### config.mk
export PLATFORM = sky130hd
export DESIGN_NAME = sprite_layout_command_decoder_core
export DESIGN_NICKNAME = d
export VERILOG_FILES = /design/src/design/sldc_pkg.sv /design/src/design/sprite_layout_command_decoder_core.sv
export SDC_FILE = /design/constraint.sdc
export NUM_CORES = 1
export LEC_CHECK = 0
export BUFFER_PORTS_ARGS = -buffer_cell sky130_fd_sc_hd__buf_2
export CORE_MARGIN = 8
export CORE_UTILIZATION = 50
export DETAILED_ROUTE_END_ITERATION = 8
export PLACE_DENSITY_LB_ADDON = 0.15
export SKIP_LAST_GASP = 1
export SLEW_MARGIN = 20
export SYNTH_ARGS = -nofsm -noshare
export SYNTH_HDL_FRONTEND = slang
export SYNTH_SLANG_ARGS = --single-unit
### constraint.sdc
create_clock -name clk -period 12.6 [get_ports clk]
set_clock_uncertainty 0.05 [all_clocks]
set_input_delay 1.26 -clock clk [delete_from_list [all_inputs] [get_ports clk]]
set_output_delay 1.26 -clock clk [all_outputs]
set_load 0.05 [all_outputs]
### src/design/sldc_pkg.sv
// Shared types and constants for the sprite layout command decoder.
package sldc_pkg;

  // Field widths
  localparam int unsigned WRITE_ADDR_W = 18;
  localparam int unsigned MASK_W       = 4;
  localparam int unsigned PIX_W        = 8;
  localparam int unsigned BYTE_W       = 8;
  localparam int unsigned CMD_W        = 16;

  // Stream word widths
  localparam int unsigned IN_DATA_W  = BYTE_W + 4 * PIX_W;
  localparam int unsigned OUT_DATA_W = 56;

  // Parameter defaults and register reset
  localparam int unsigned ADDR_BITS_DEFAULT = 18;
  localparam logic [CMD_W-1:0] LIMIT_RESET = 16'hFFFF;

  // Layout opcodes
  localparam logic [BYTE_W-1:0] OP_SET_MASK = 8'd0;
  localparam logic [BYTE_W-1:0] OP_SKIP     = 8'd1;
  localparam logic [BYTE_W-1:0] OP_DRAW     = 8'd2;
  localparam logic [BYTE_W-1:0] OP_END      = 8'd3;

  // Byte-decoding phase
  typedef enum logic [3:0] {
    PH_OPCODE  = 4'b0001,
    PH_MASK    = 4'b0010,
    PH_SKIP_LO = 4'b0100,
    PH_SKIP_HI = 4'b1000
  } phase_t;

endpackage

### src/design/sprite_layout_command_decoder_core.sv
// Sprite layout command decoder: byte decode, pointer update and result register.

// Takes one layout byte per clock, unless a result waits unread, with its four
// palette indices and decodes the frame's command stream: set mask, skip,
// draw, end. Each byte is handled by a short decode plus one pointer add and a
// 16-bit command count compare, so the block sustains one word per cycle while
// the output is read. Draws and frame ends are registered from their byte into
// a single output register; a new byte is taken whenever that register is empty
// or being read, so the input stalls only while a result waits unread. A
// finished frame swallows bytes until a word with start_frame set. command_limit
// may be written only while the block is idle.
module sprite_layout_command_decoder_core #(
  parameter int unsigned ADDR_BITS = sldc_pkg::ADDR_BITS_DEFAULT
) (
  input  logic                                clk,
  input  logic                                rst,
  // configuration: command_limit
  input  logic                                cfg_valid,
  output logic                                cfg_ready,
  input  logic [sldc_pkg::CMD_W-1:0]          cfg_data,
  // input stream
  input  logic                                s_axis_tvalid,
  output logic                                s_axis_tready,
  // tdata: layout_byte, pixel_a, pixel_b, pixel_c, pixel_d (from bit 0 up)
  input  logic [sldc_pkg::IN_DATA_W-1:0]      s_axis_tdata,
  // tuser: start_frame
  input  logic                                s_axis_tuser,
  // output stream
  output logic                                m_axis_tvalid,
  input  logic                                m_axis_tready,
  // tdata: write_addr, write_mask, out_a, out_b, out_c, out_d, zero pad
  output logic [sldc_pkg::OUT_DATA_W-1:0]     m_axis_tdata,
  // tlast: frame_done
  output logic                                m_axis_tlast
);

  localparam int unsigned PIX_W  = sldc_pkg::PIX_W;
  localparam int unsigned WIDE_W = (ADDR_BITS > sldc_pkg::WRITE_ADDR_W) ?
                                   ADDR_BITS : sldc_pkg::WRITE_ADDR_W;
  localparam int unsigned PAD_W  = sldc_pkg::OUT_DATA_W - sldc_pkg::WRITE_ADDR_W
                                   - sldc_pkg::MASK_W - 4 * PIX_W;

  // Configuration register
  logic [sldc_pkg::CMD_W-1:0] command_limit;

  // Frame state
  sldc_pkg::phase_t                phase, phase_next;
  logic [sldc_pkg::MASK_W-1:0]     draw_mask, draw_mask_next;
  logic [ADDR_BITS-1:0]            write_pointer, write_pointer_next;
  logic [sldc_pkg::BYTE_W-1:0]     skip_low, skip_low_next;
  logic [sldc_pkg::CMD_W-1:0]      command_count, command_count_next;
  logic                            finished, finished_next;

  // Result register
  logic [sldc_pkg::WRITE_ADDR_W-1:0] write_addr;
  logic [sldc_pkg::MASK_W-1:0]       write_mask;
  logic [PIX_W-1:0]                  out_a, out_b, out_c, out_d;
  logic                              frame_done;

  // Decode signals
  logic                          accept;
  logic                          emit;
  logic [sldc_pkg::BYTE_W-1:0]   layout_byte;
  sldc_pkg::phase_t              ph_cur;
  logic [sldc_pkg::MASK_W-1:0]   mask_cur;
  logic [ADDR_BITS-1:0]          ptr_cur;
  logic [sldc_pkg::BYTE_W-1:0]   lo_cur;
  logic [sldc_pkg::CMD_W-1:0]    cnt_cur;
  logic                          fin_cur;
  logic [sldc_pkg::CMD_W-1:0]    cnt_inc;
  logic                          res_draw;
  logic                          res_done;
  logic [ADDR_BITS-1:0]          res_ptr;
  logic [WIDE_W-1:0]             res_ptr_wide;

  assign layout_byte   = s_axis_tdata[sldc_pkg::BYTE_W-1:0];
  assign s_axis_tready = ~m_axis_tvalid | m_axis_tready;
  assign accept        = s_axis_tvalid & s_axis_tready;
  assign cfg_ready     = 1'b1;

  // Apply start of frame, then decode the byte
  always_comb begin
    if (s_axis_tuser) begin
      ph_cur   = sldc_pkg::PH_OPCODE;
      mask_cur = '0;
      ptr_cur  = '0;
      lo_cur   = '0;
      cnt_cur  = '0;
      fin_cur  = 1'b0;
    end else begin
      ph_cur   = phase;
      mask_cur = draw_mask;
      ptr_cur  = write_pointer;
      lo_cur   = skip_low;
      cnt_cur  = command_count;
      fin_cur  = finished;
    end
    cnt_inc = cnt_cur + sldc_pkg::CMD_W'(1);

    phase_next         = ph_cur;
    draw_mask_next     = mask_cur;
    write_pointer_next = ptr_cur;
    skip_low_next      = lo_cur;
    command_count_next = cnt_cur;
    finished_next      = fin_cur;
    emit               = 1'b0;
    res_draw           = 1'b0;
    res_done           = 1'b0;
    res_ptr            = ptr_cur;

    if (!fin_cur) begin
      case (ph_cur)
        sldc_pkg::PH_MASK: begin
          draw_mask_next     = layout_byte[sldc_pkg::MASK_W-1:0];
          write_pointer_next = '0;
          phase_next         = sldc_pkg::PH_OPCODE;
          res_ptr            = '0;
          if (cnt_cur >= command_limit) begin
            finished_next = 1'b1;
            emit          = 1'b1;
            res_done      = 1'b1;
          end
        end
        sldc_pkg::PH_SKIP_LO: begin
          skip_low_next = layout_byte;
          phase_next    = sldc_pkg::PH_SKIP_HI;
        end
        sldc_pkg::PH_SKIP_HI: begin
          write_pointer_next = ptr_cur +
                               ADDR_BITS'({layout_byte, lo_cur, 2'b00});
          phase_next         = sldc_pkg::PH_OPCODE;
          res_ptr            = write_pointer_next;
          if (cnt_cur >= command_limit) begin
            finished_next = 1'b1;
            emit          = 1'b1;
            res_done      = 1'b1;
          end
        end
        default: begin
          if (cnt_cur >= command_limit) begin
            // limit already reached: drop the byte and close the frame
            finished_next = 1'b1;
            emit          = 1'b1;
            res_done      = 1'b1;
          end else begin
            command_count_next = cnt_inc;
            case (layout_byte)
              sldc_pkg::OP_SET_MASK: phase_next = sldc_pkg::PH_MASK;
              sldc_pkg::OP_SKIP:     phase_next = sldc_pkg::PH_SKIP_LO;
              sldc_pkg::OP_DRAW: begin
                emit               = 1'b1;
                res_draw           = 1'b1;
                res_done           = (cnt_inc >= command_limit);
                finished_next      = (cnt_inc >= command_limit);
                write_pointer_next = ptr_cur + ADDR_BITS'(4);
              end
              sldc_pkg::OP_END: begin
                finished_next = 1'b1;
                emit          = 1'b1;
                res_done      = 1'b1;
              end
              default: begin
                // unknown opcode only counts, and closes the frame once the limit is reached
                if (cnt_inc >= command_limit) begin
                  finished_next = 1'b1;
                  emit          = 1'b1;
                  res_done      = 1'b1;
                end
              end
            endcase
          end
        end
      endcase
    end
  end

  // Show the low address bits of the pointer
  assign res_ptr_wide = WIDE_W'(res_ptr);

  // Hold the command limit
  always_ff @(posedge clk) begin
    if (rst) begin
      command_limit <= sldc_pkg::LIMIT_RESET;
    end else if (cfg_valid && cfg_ready) begin
      command_limit <= cfg_data;
    end
  end

  // Advance frame state on each accepted word
  always_ff @(posedge clk) begin
    if (rst) begin
      phase         <= sldc_pkg::PH_OPCODE;
      draw_mask     <= '0;
      write_pointer <= '0;
      skip_low      <= '0;
      command_count <= '0;
      finished      <= 1'b0;
    end else if (accept) begin
      phase         <= phase_next;
      draw_mask     <= draw_mask_next;
      write_pointer <= write_pointer_next;
      skip_low      <= skip_low_next;
      command_count <= command_count_next;
      finished      <= finished_next;
    end
  end

  // Result valid flag
  always_ff @(posedge clk) begin
    if (rst) begin
      m_axis_tvalid <= 1'b0;
    end else if (accept) begin
      m_axis_tvalid <= emit;
    end else if (m_axis_tready) begin
      m_axis_tvalid <= 1'b0;
    end
  end

  // Load the result payload
  always_ff @(posedge clk) begin
    if (accept && emit) begin
      write_addr <= res_ptr_wide[sldc_pkg::WRITE_ADDR_W-1:0];
      write_mask <= res_draw ? mask_cur : '0;
      out_a      <= res_draw ? s_axis_tdata[1*PIX_W +: PIX_W] : '0;
      out_b      <= res_draw ? s_axis_tdata[2*PIX_W +: PIX_W] : '0;
      out_c      <= res_draw ? s_axis_tdata[3*PIX_W +: PIX_W] : '0;
      out_d      <= res_draw ? s_axis_tdata[4*PIX_W +: PIX_W] : '0;
      frame_done <= res_done;
    end
  end

  assign m_axis_tdata = {{PAD_W{1'b0}}, out_d, out_c, out_b, out_a, write_mask, write_addr};
  assign m_axis_tlast = frame_done;

endmodule

== Yosys cells after proc, flatten, opt, wreduce, memory -nomap -nowiden ==
Index checks and enable logic that the tools add are counted.

* Flip-flop bits (word level): 123
* Input bits: 62
* Word-level logic and storage cells: 75
* Output and inout port bits: 60

* Reduce and logical (&&, ||, !) cells: 7
* Equality and inequality tests: 6
* Order comparisons: 2
* Bitwise logic cells: 3
* $add $sub $neg: 3
* Multiplexer cells: 39

{| class="wikitable"
|+ Operators by type and width
! cell !! count
|-
| 2-to-1 mux 18 bit || 5
|-
| 2-to-1 mux 16 bit || 4
|-
| one-hot mux 18 bit (3 select lines) || 1
|-
| one-hot mux 18 bit (2 select lines) || 1
|-
| >= comparator 16 bit || 2
|-
| 2-to-1 mux 4 bit || 6
|-
| 2-to-1 mux 8 bit || 3
|-
| adder 18 bit || 1
|-
| adder 18 x 3 -> 18 bit (second input constant) || 1
|-
| adder 16 x 1 -> 16 bit (second input constant) || 1
|-
| equality test 8 x 2 -> 1 bit (second input constant) || 2
|-
| one-hot mux 4 bit (2 select lines) || 2
|-
| 2-to-1 mux 1 bit || 13
|-
| equality test 8 x 1 -> 1 bit (second input constant) || 1
|-
| logical NOT 8 bit || 1
|-
| one-hot mux 1 bit (2 select lines) || 3
|-
| OR reduction 2 bit || 3
|-
| equality test 4 x 2 -> 1 bit (second input constant) || 1
|-
| equality test 4 x 3 -> 1 bit (second input constant) || 1
|-
| equality test 4 bit (second input constant) || 1
|-
| one-hot mux 1 bit (3 select lines) || 1
|-
| OR reduction 3 bit || 1
|-
| nonzero test 2 bit || 1
|-
| bitwise AND 1 bit || 1
|-
| other kinds (3) || 3
|}

== Longest topological paths before layout ==
Gate-level depths: netlist (run 1).

* Depth after elaboration: 9
* Gate-level depth with buffers: 22
* Depth with buffers taken out: 17

== Worst setup path after synthesis (run 1) ==
No wires, ideal clock.

* Path kind: input port to flip-flop
* Start: in s_axis_tuser
* End: reg frame_done (netlist: m_axis_tlast) (enable)
* Stages on the path: 21
* Setup time: 0.409 ns
* Data required time: 12.141 ns
* Arrival time: 5.994 ns
* Path slack: 6.147 ns
* Path buffers: 5
* Cell sequence: buf_6 -> buf_2 -> buf_1 -> clkbuf_1 -> clkbuf_1 -> nor2b_1 -> ha_1 -> nand4b_1 -> nor3_2 -> nand3_1 -> nor2_2 -> nand3_1 -> xor2_1 -> nor2_1 -> ha_1 -> nand4_1 -> o211ai_1 -> a211oi_1 -> o41ai_1 -> o21ai_0 -> inv_1

* Cells in the longest elaborated chain, start to end: 9
* Elaborated cells on any way between the ends: 17
* Those cells by class: add/sub (1); order compare (2); eq/ne (3); mux (9); reduce/logical (2)

{| class="wikitable"
|+ RTL lines
! item !! line !! text
|-
| start: declaration || sprite_layout_command_decoder_core.sv:27 || <nowiki>input logic s_axis_tuser,</nowiki>
|-
| 2-to-1 mux 16 bit || sprite_layout_command_decoder_core.sv:83 || <nowiki>if (s_axis_tuser) begin</nowiki>
|-
| adder 16 x 1 -> 16 bit || sprite_layout_command_decoder_core.sv:98 || <nowiki>cnt_inc = cnt_cur + sldc_pkg::CMD_W'(1);</nowiki>
|-
| >= comparator 16 bit || sprite_layout_command_decoder_core.sv:164 || <nowiki>if (cnt_inc >= command_limit) begin</nowiki>
|-
| 2-to-1 mux 1 bit || sprite_layout_command_decoder_core.sv:164 ||
|-
| one-hot mux 1 bit (2 select lines) || sprite_layout_command_decoder_core.sv:147 || <nowiki>case (layout_byte)</nowiki>
|-
| 2-to-1 mux 1 bit || sprite_layout_command_decoder_core.sv:140 || <nowiki>if (cnt_cur >= command_limit) begin</nowiki>
|-
| one-hot mux 1 bit (2 select lines) || sprite_layout_command_decoder_core.sv:112 || <nowiki>case (ph_cur)</nowiki>
|-
| 2-to-1 mux 1 bit (*) || sprite_layout_command_decoder_core.sv:111 || <nowiki>if (!fin_cur) begin</nowiki>
|-
| logical AND 1 bit (*) || sprite_layout_command_decoder_core.sv:221 || <nowiki>if (accept && emit) begin</nowiki>
|-
| end signal: assignment || sprite_layout_command_decoder_core.sv:228 || <nowiki>frame_done <= res_done;</nowiki>
|-
| end: declaration || sprite_layout_command_decoder_core.sv:58 || <nowiki>logic frame_done;</nowiki>
|}

Every way passes the cells marked *; elsewhere a longest branch is shown, timed or not.
A chain may end at the register's enable or synchronous reset.

== Final worst setup path (run 1) ==
* Start: in s_axis_tuser
* End: reg write_addr[5] in the netlist's numbering (enable)

* Cells in the longest elaborated chain, start to end: 9
* Elaborated cells on any way between the ends: 17
* Those cells by class: add/sub (1); order compare (2); eq/ne (3); mux (9); reduce/logical (2)

{| class="wikitable"
|+ RTL lines
! item !! line !! text
|-
| 2-to-1 mux 16 bit || sprite_layout_command_decoder_core.sv:83 ||
|-
| adder 16 x 1 -> 16 bit || sprite_layout_command_decoder_core.sv:98 ||
|-
| >= comparator 16 bit || sprite_layout_command_decoder_core.sv:164 ||
|-
| 2-to-1 mux 1 bit || sprite_layout_command_decoder_core.sv:164 ||
|-
| one-hot mux 1 bit (2 select lines) || sprite_layout_command_decoder_core.sv:147 ||
|-
| 2-to-1 mux 1 bit || sprite_layout_command_decoder_core.sv:140 ||
|-
| one-hot mux 1 bit (2 select lines) || sprite_layout_command_decoder_core.sv:112 ||
|-
| 2-to-1 mux 1 bit (*) || sprite_layout_command_decoder_core.sv:111 ||
|-
| logical AND 1 bit (*) || sprite_layout_command_decoder_core.sv:221 ||
|-
| end signal: assignment || sprite_layout_command_decoder_core.sv:222 || <nowiki>write_addr <= res_ptr_wide[sldc_pkg::WRITE_ADDR_W-1:0];</nowiki>
|-
| end: declaration || sprite_layout_command_decoder_core.sv:55 || <nowiki>logic [sldc_pkg::WRITE_ADDR_W-1:0] write_addr;</nowiki>
|}

Marks and branches as above.

==> flow_summary.toml, run 1 <==
[logic_synthesis]
yosys.area.top_type = "edfxtp_1"
syn_inst = 824
synth-async-reset-ratio_pct = 0
yosysWarnings = 0
synth_edf_count = 55
synth.top_cell.area_share_pct = 22.2
yosys-top-cells-area = "edfxtp_1 22%, dfxtp_1 18%, ha_1 8.2%"
synth.avg_cell_area_um2 = 9.04
yosysUniqueCellTypes = 71
synth.ff_latch_count = 123
synth_flop_cell = "dfxtp_1"
synthesis.area_mm2 = 0.00745
ys_seq_area_share_pct = 40.5

[finish]
final_core_util_pct = 60.2
syn2layout_area_growth_pct = 17.5
finalInstanceArea_mm2 = 0.00875
antenna_cells = 0
final_cells = 1123
seqCellArea_mm2 = 0.00301
finalNetCount = 1038
nFillCells = 1308
multiInputGateArea_mm2 = 0.00417
final_layout_size_suffix_gt1_share_pct = 19.1

[floorplan]
core_area_mm2 = 0.0145
row_count = 44
dieArea_mm2 = 0.0191
die_w_um = 138
die_y_um = 138
ios = 122
start_util_pct = 51.2

[clock_network]
cts_tree = "yes"
worstSkewPairLatency_ns = 0.42
cts_resized = 0
cts.sink_count = 123
clock_tree.root_cell = "clkbuf_16"
clk_pin_slew_ns = 0.05
h-tree-depth = 4
clock_path_buffers = 2
cts_setup_buffers = 0
cts-buffers-inserted = 17
hold_buffers = 0

[detailed_routing]
routedWlPerCell_um = 18.2
drt_iter0_drc = 609
viasPerCell = 5.80
first_pass_iters = 7
drc_errors = 0
wl_um = 20500
vias = 6516
antenna_left = 0

[timing]
whs_ns = 0.422
rsz0062_at_grt = "no"
finalSetupTns_ns = 0
slew_violations = 0
slew_headroom_pct = 37.8
worst_pin_slew_ns = 0.926
fmax_mhz = 165
setup_slack_ns = 6.54
period_minus_slack_ns = 6.06
final-hold-violation-count = 0
post-route-period-util_pct = 48.1
setup_violations = 0

[global_route]
antenna_found_initial = 0
grt_usage_pct = 21.1
grt_pass1_vias = 6134
grt_pass1_wl_um = 33000
grt_max_degree = 68
grt_overflow = 0

[setup_path]
cp_data_arrival_time_ns = 5.91
critPathLaunchType = "input pin"
cp-end-kind = "register"
cpPeakStageDelay_ns = 0.75
slowest_stage = "clkinv_2"
cp_max_fo = 67
critPathTopFamily = "simple AND/OR/NAND/NOR gates"
critPathBufInv = 3
cp_data_required_time_ns = 12.45
timing.critical_path.cells = "buf_2 -> buf_4 -> nor2b_1 -> ha_1 -> nand4b_1 -> nor3_2 -> nand3_1 -> nor2_2 -> nand3_1 -> xor2_1 -> nor2_1 -> ha_1 -> nor2b_1 -> o21ai_0 -> o211ai_1 -> a211oi_1 -> o41ai_1 -> o21ai_0 -> clkinv_2"
critPathKind = "input pin to register"

[power]
power.density_mw_per_mm2 = 115
power_mw = 1.00
ir_drop_mv = 0.0962
leakagePower_nw = 3.62

[flow_run]
maxCapViolCount = 0

[placement]
placed_area_mm2 = 0.00815
place.gp.congestion = 0.881
io_buffers = 118
dp_cells = 1091
place_ws_ns = 6.11
dp_hpwl_um = 14500

[hold_path]
hold_path.class = "register to register"

[run_status]
status = "finished, final reports clean"
logic make-up (layout without fill, tap and decap cells):
group,Yosys count,in the layout,share of synthesized area (%)
buffers and inverters,67,181,3.68
flip-flops,123,123,40.5
AO/OA/AOI/OAI,223,223,19.4
adder cells (fa/ha/maj),50,50,8.50
multiplexers,6,6,0.890
other,2,3,0.101
XOR/XNOR,30,30,3.71
AND/OR/NAND/NOR,323,323,23.3
metal layers:
layer,up-vias,global-route usage [%],wire length [um]
li1,3214,-,-
met3,31,6.30,1800
met2,294,30.8,8450
met5,-,0,0
met1,2977,29.4,9860
met4,0,5.89,346
synth_stat cells, types with 13 or more instances:
library cell	n
a22oi_1	15
and2_1	41
dfxtp_1	68
o211ai_1	18
inv_1	24
clkbuf_1	32
nand3_1	16
nor2b_1	38
nor2_1	69
xnor2_1	13
a31oi_1	29
a21oi_1	61
edfxtp_1	55
ha_1	49
o21ai_0	32
nand2_1	82
xor2_1	16
nor3_1	13
flip-flops by register name (all words and copies together), names as in the netlist, 8 cells and up:
| register | cells |
|---|---|
| out_d | 8 |
| command_limit | 16 |
| out_b | 8 |
| out_a | 8 |
| write_addr | 18 |
| command_count | 16 |
| skip_low | 8 |
| out_c | 8 |
| write_pointer | 18 |
layout make-up:
| cell class | count | share of cell area [%] |
|---|---|---|
| sequential | 123 | 34.4 |
| timing repair buffer | 124 | 7.27 |
| tap | 184 | 2.63 |
| multi-input combinational | 635 | 47.7 |
| clock inverter | 15 | 2.00 |
| inverter | 25 | 1.09 |
| clock buffer | 17 | 4.86 |
cell usage in the layout, fill, tap and decap left out, drive strengths merged, types with 11 or more instances in the layout:
| master | n |
|---|---|
| a31oi | 29 |
| a21o | 11 |
| o21ai | 42 |
| xnor2 | 13 |
| buf | 124 |
| inv | 24 |
| nor3 | 17 |
| nor2 | 71 |
| a21oi | 62 |
| dfxtp | 68 |
| and2 | 41 |
| ha | 49 |
| clkbuf | 17 |
| o211ai | 18 |
| nand3 | 16 |
| nor2b | 41 |
| xor2 | 16 |
| edfxtp | 55 |
| nand2 | 82 |
| a22oi | 15 |
worst reg2reg max path, cell delays in order (launching register included):
cell      delay [ns]
dfxtp_1         0.38
nor2b_1         0.25
ha_1            0.27
nand4b_1        0.24
nor3_2          0.35
nand3_1         0.20
nor2_2          0.22
nand3_1         0.16
xor2_1          0.16
nor2_1          0.07
ha_1            0.33
nor2b_1         0.13
o21ai_0         0.16
o211ai_1        0.14
a211oi_1        0.22
o41ai_1         0.15
o21ai_0         0.32
clkinv_2        0.75
final timing paths:
check	startpoint	slack [ns]	cells past startpoint	endpoint
worst max-delay path	s_axis_tuser	6.54	19	write_addr[5]
worst min-delay path	write_pointer[0]	0.42	1	write_pointer[0]
worst max register to register	command_count[0]	7.51	17	write_addr[5]
worst min register to register	write_pointer[0]	0.42	1	write_pointer[0]
power breakdown:
part           switching (mW)  internal [mW]  leakage [nW]  total [mW]
sequential            0.00465          0.422         0.979       0.426
combinational          0.0529         0.0312          2.36      0.0841
clock                   0.182          0.310         0.285       0.492
(Power assumes the default switching activity.)
==> run 2, diff against run 1 <==
Clock period 12.6 ns to 5.3 ns, I/O delays scaled along.
==> run 2 against run 1 <==
Effect of this change:
- count of clock-buffer cells in the layout increased by 2
- critical endpoint is now write_addr[17]
- sequential power increased by 140%
- highest routed layer unchanged
- routed wire length decreased by 2.3%
- utilization increased by 0.67 points
- sequential share of layout area decreased by 0.38 points
- design area increased by 1.1%
- combinational power increased by 140%
- worst hold slack got worse by 0.14 ns
- register-to-register slack got worse by 6.7 ns
- critical path depth decreased by 2
- cell count increased by 0.45%
- largest cell class unchanged
==> flow_summary.toml, run 2 (same netlist as run 1, synthesis figures left out) <==
[setup_path]
cp_data_arrival_time_ns = 4.50
critPathBufInv = 2
cpPeakStageDelay_ns = 0.51
critPathKind = "register to register"
timing.critical_path.cells = "nor2b_1 -> ha_2 -> nand4b_1 -> nor3_2 -> nand3_2 -> nor2_4 -> nand3_1 -> xor2_1 -> nor2_1 -> ha_1 -> nand4_1 -> o211ai_1 -> a211oi_1 -> o41ai_1 -> o21ai_1 -> clkinvlp_4 -> buf_12"
cp-end-kind = "register"
timing.rr.start = "command_count[0]"
critPathTopFamily = "simple AND/OR/NAND/NOR gates"
crit_start = "command_count[0]"
cp_max_fo = 46
critPathLaunchType = "register"
slowest_stage = "o41ai_1"
cp_data_required_time_ns = 5.35

[detailed_routing]
drc_errors = 0
antenna_left = 0
viasPerCell = 5.72
drt_iter0_drc = 445
wl_um = 20000
first_pass_iters = 5
routedWlPerCell_um = 17.7
vias = 6453

[placement]
io_buffers = 118
place_ws_ns = 0.539
placed_area_mm2 = 0.00821
dp_hpwl_um = 14600
place.gp.congestion = 0.869
dp_cells = 1096

[power]
ir_drop_mv = 0.213
power.density_mw_per_mm2 = 279
leakagePower_nw = 3.65

[clock_network]
cts_setup_buffers = 0
h-tree-depth = 4
clk_pin_slew_ns = 0.05
hold_buffers = 0
clock_tree.root_cell = "clkbuf_16"
cts_tree = "yes"
clock_path_buffers = 2
cts.sink_count = 123
cts-buffers-inserted = 17
worstSkewPairLatency_ns = 0.42
cts_resized = 0

[timing]
slew_violations = 0
worst_pin_slew_ns = 1.00
period_minus_slack_ns = 4.45
setup_violations = 0
slew_headroom_pct = 33.1
fmax_mhz = 225
rsz0062_at_grt = "no"
final-hold-violation-count = 0
setup_slack_ns = 0.849
finalSetupTns_ns = 0
post-route-period-util_pct = 84.0

[finish]
finalInstanceArea_mm2 = 0.00884
antenna_cells = 0
final_common_cell = "buf_2"
final_core_util_pct = 60.9
reg_top3 = "write_addr (18), write_pointer (18)"
final_cells = 1128
nFillCells = 1272
syn2layout_area_growth_pct = 18.8
final_layout_size_suffix_gt1_share_pct = 19.4
final_cell_mix = "118 x buf_2, 82 x nand2_1, 69 x nor2_1, 68 x dfxtp_1, 61 x a21oi_1"
finalNetCount = 1043

[run_status]
status = "finished, final reports clean"

[global_route]
grt_usage_pct = 20.5
grt_max_degree = 47
grt_pass1_vias = 5936
antenna_found_initial = 0
grt_overflow = 0
grt_pass1_wl_um = 32000

[hold_path]
hold_path.class = "input pin to register"
hp-start = "cfg_data[0]"

[floorplan]
core_area_mm2 = 0.0145
start_util_pct = 51.2
dieArea_mm2 = 0.0191
ios = 122
die_y_um = 138
die_w_um = 138
row_count = 44

[flow_run]
maxCapViolCount = 0
-- run 2: routing by layer --
layer / global-route usage, % / share of wire, %
met1: 28.7 / 47
met2: 29.6 / 43
met3: 6.27 / 9.0
met4: 5.66 / 1.3
met5: 0 / 0
-- run 2: worst min-delay path: cells and delay by family --
family                 cells  cell delay, ns
AND/OR/NAND/NOR            1            0.06
buffers and inverters      1            0.07
multiplexers               1            0.05
-- run 2: layout make-up --
type	instances	area, um^2	share of cell area (%)
inverter	25	97.6	1.10
sequential	123	3010	34.1
multi-input combinational	635	4190	47.3
tap	184	230	2.60
timing repair buffer	129	686	7.75
clock buffer	19	433	4.89
clock inverter	13	200	2.26
-- run 2: stage by stage --
step / hold slack (ns) / power [mW]
floorplan: 0.394 / 1.17
global placement: 0.408 / 1.23
detailed placement: 0.411 / 1.23
global route: 0.276 / 2.54
CTS: 0.270 / 2.47
finish: 0.279 / 2.46
-- run 2: final timing paths --
path / to / slack, ns / depth (start not counted)
max: write_addr[17] / 0.85 / 17
min: command_limit[0] / 0.28 / 3
max reg2reg: write_addr[17] / 0.85 / 17
min reg2reg: write_pointer[0] / 0.42 / 1
-- run 2: power by group --
group / leakage, nW / internal [mW] / switching, mW
logic: 2.37 / 0.0751 / 0.124
clock network: 0.300 / 0.829 / 0.421
registers: 0.979 / 1.00 / 0.0116
total: 3.65 / 1.91 / 0.557
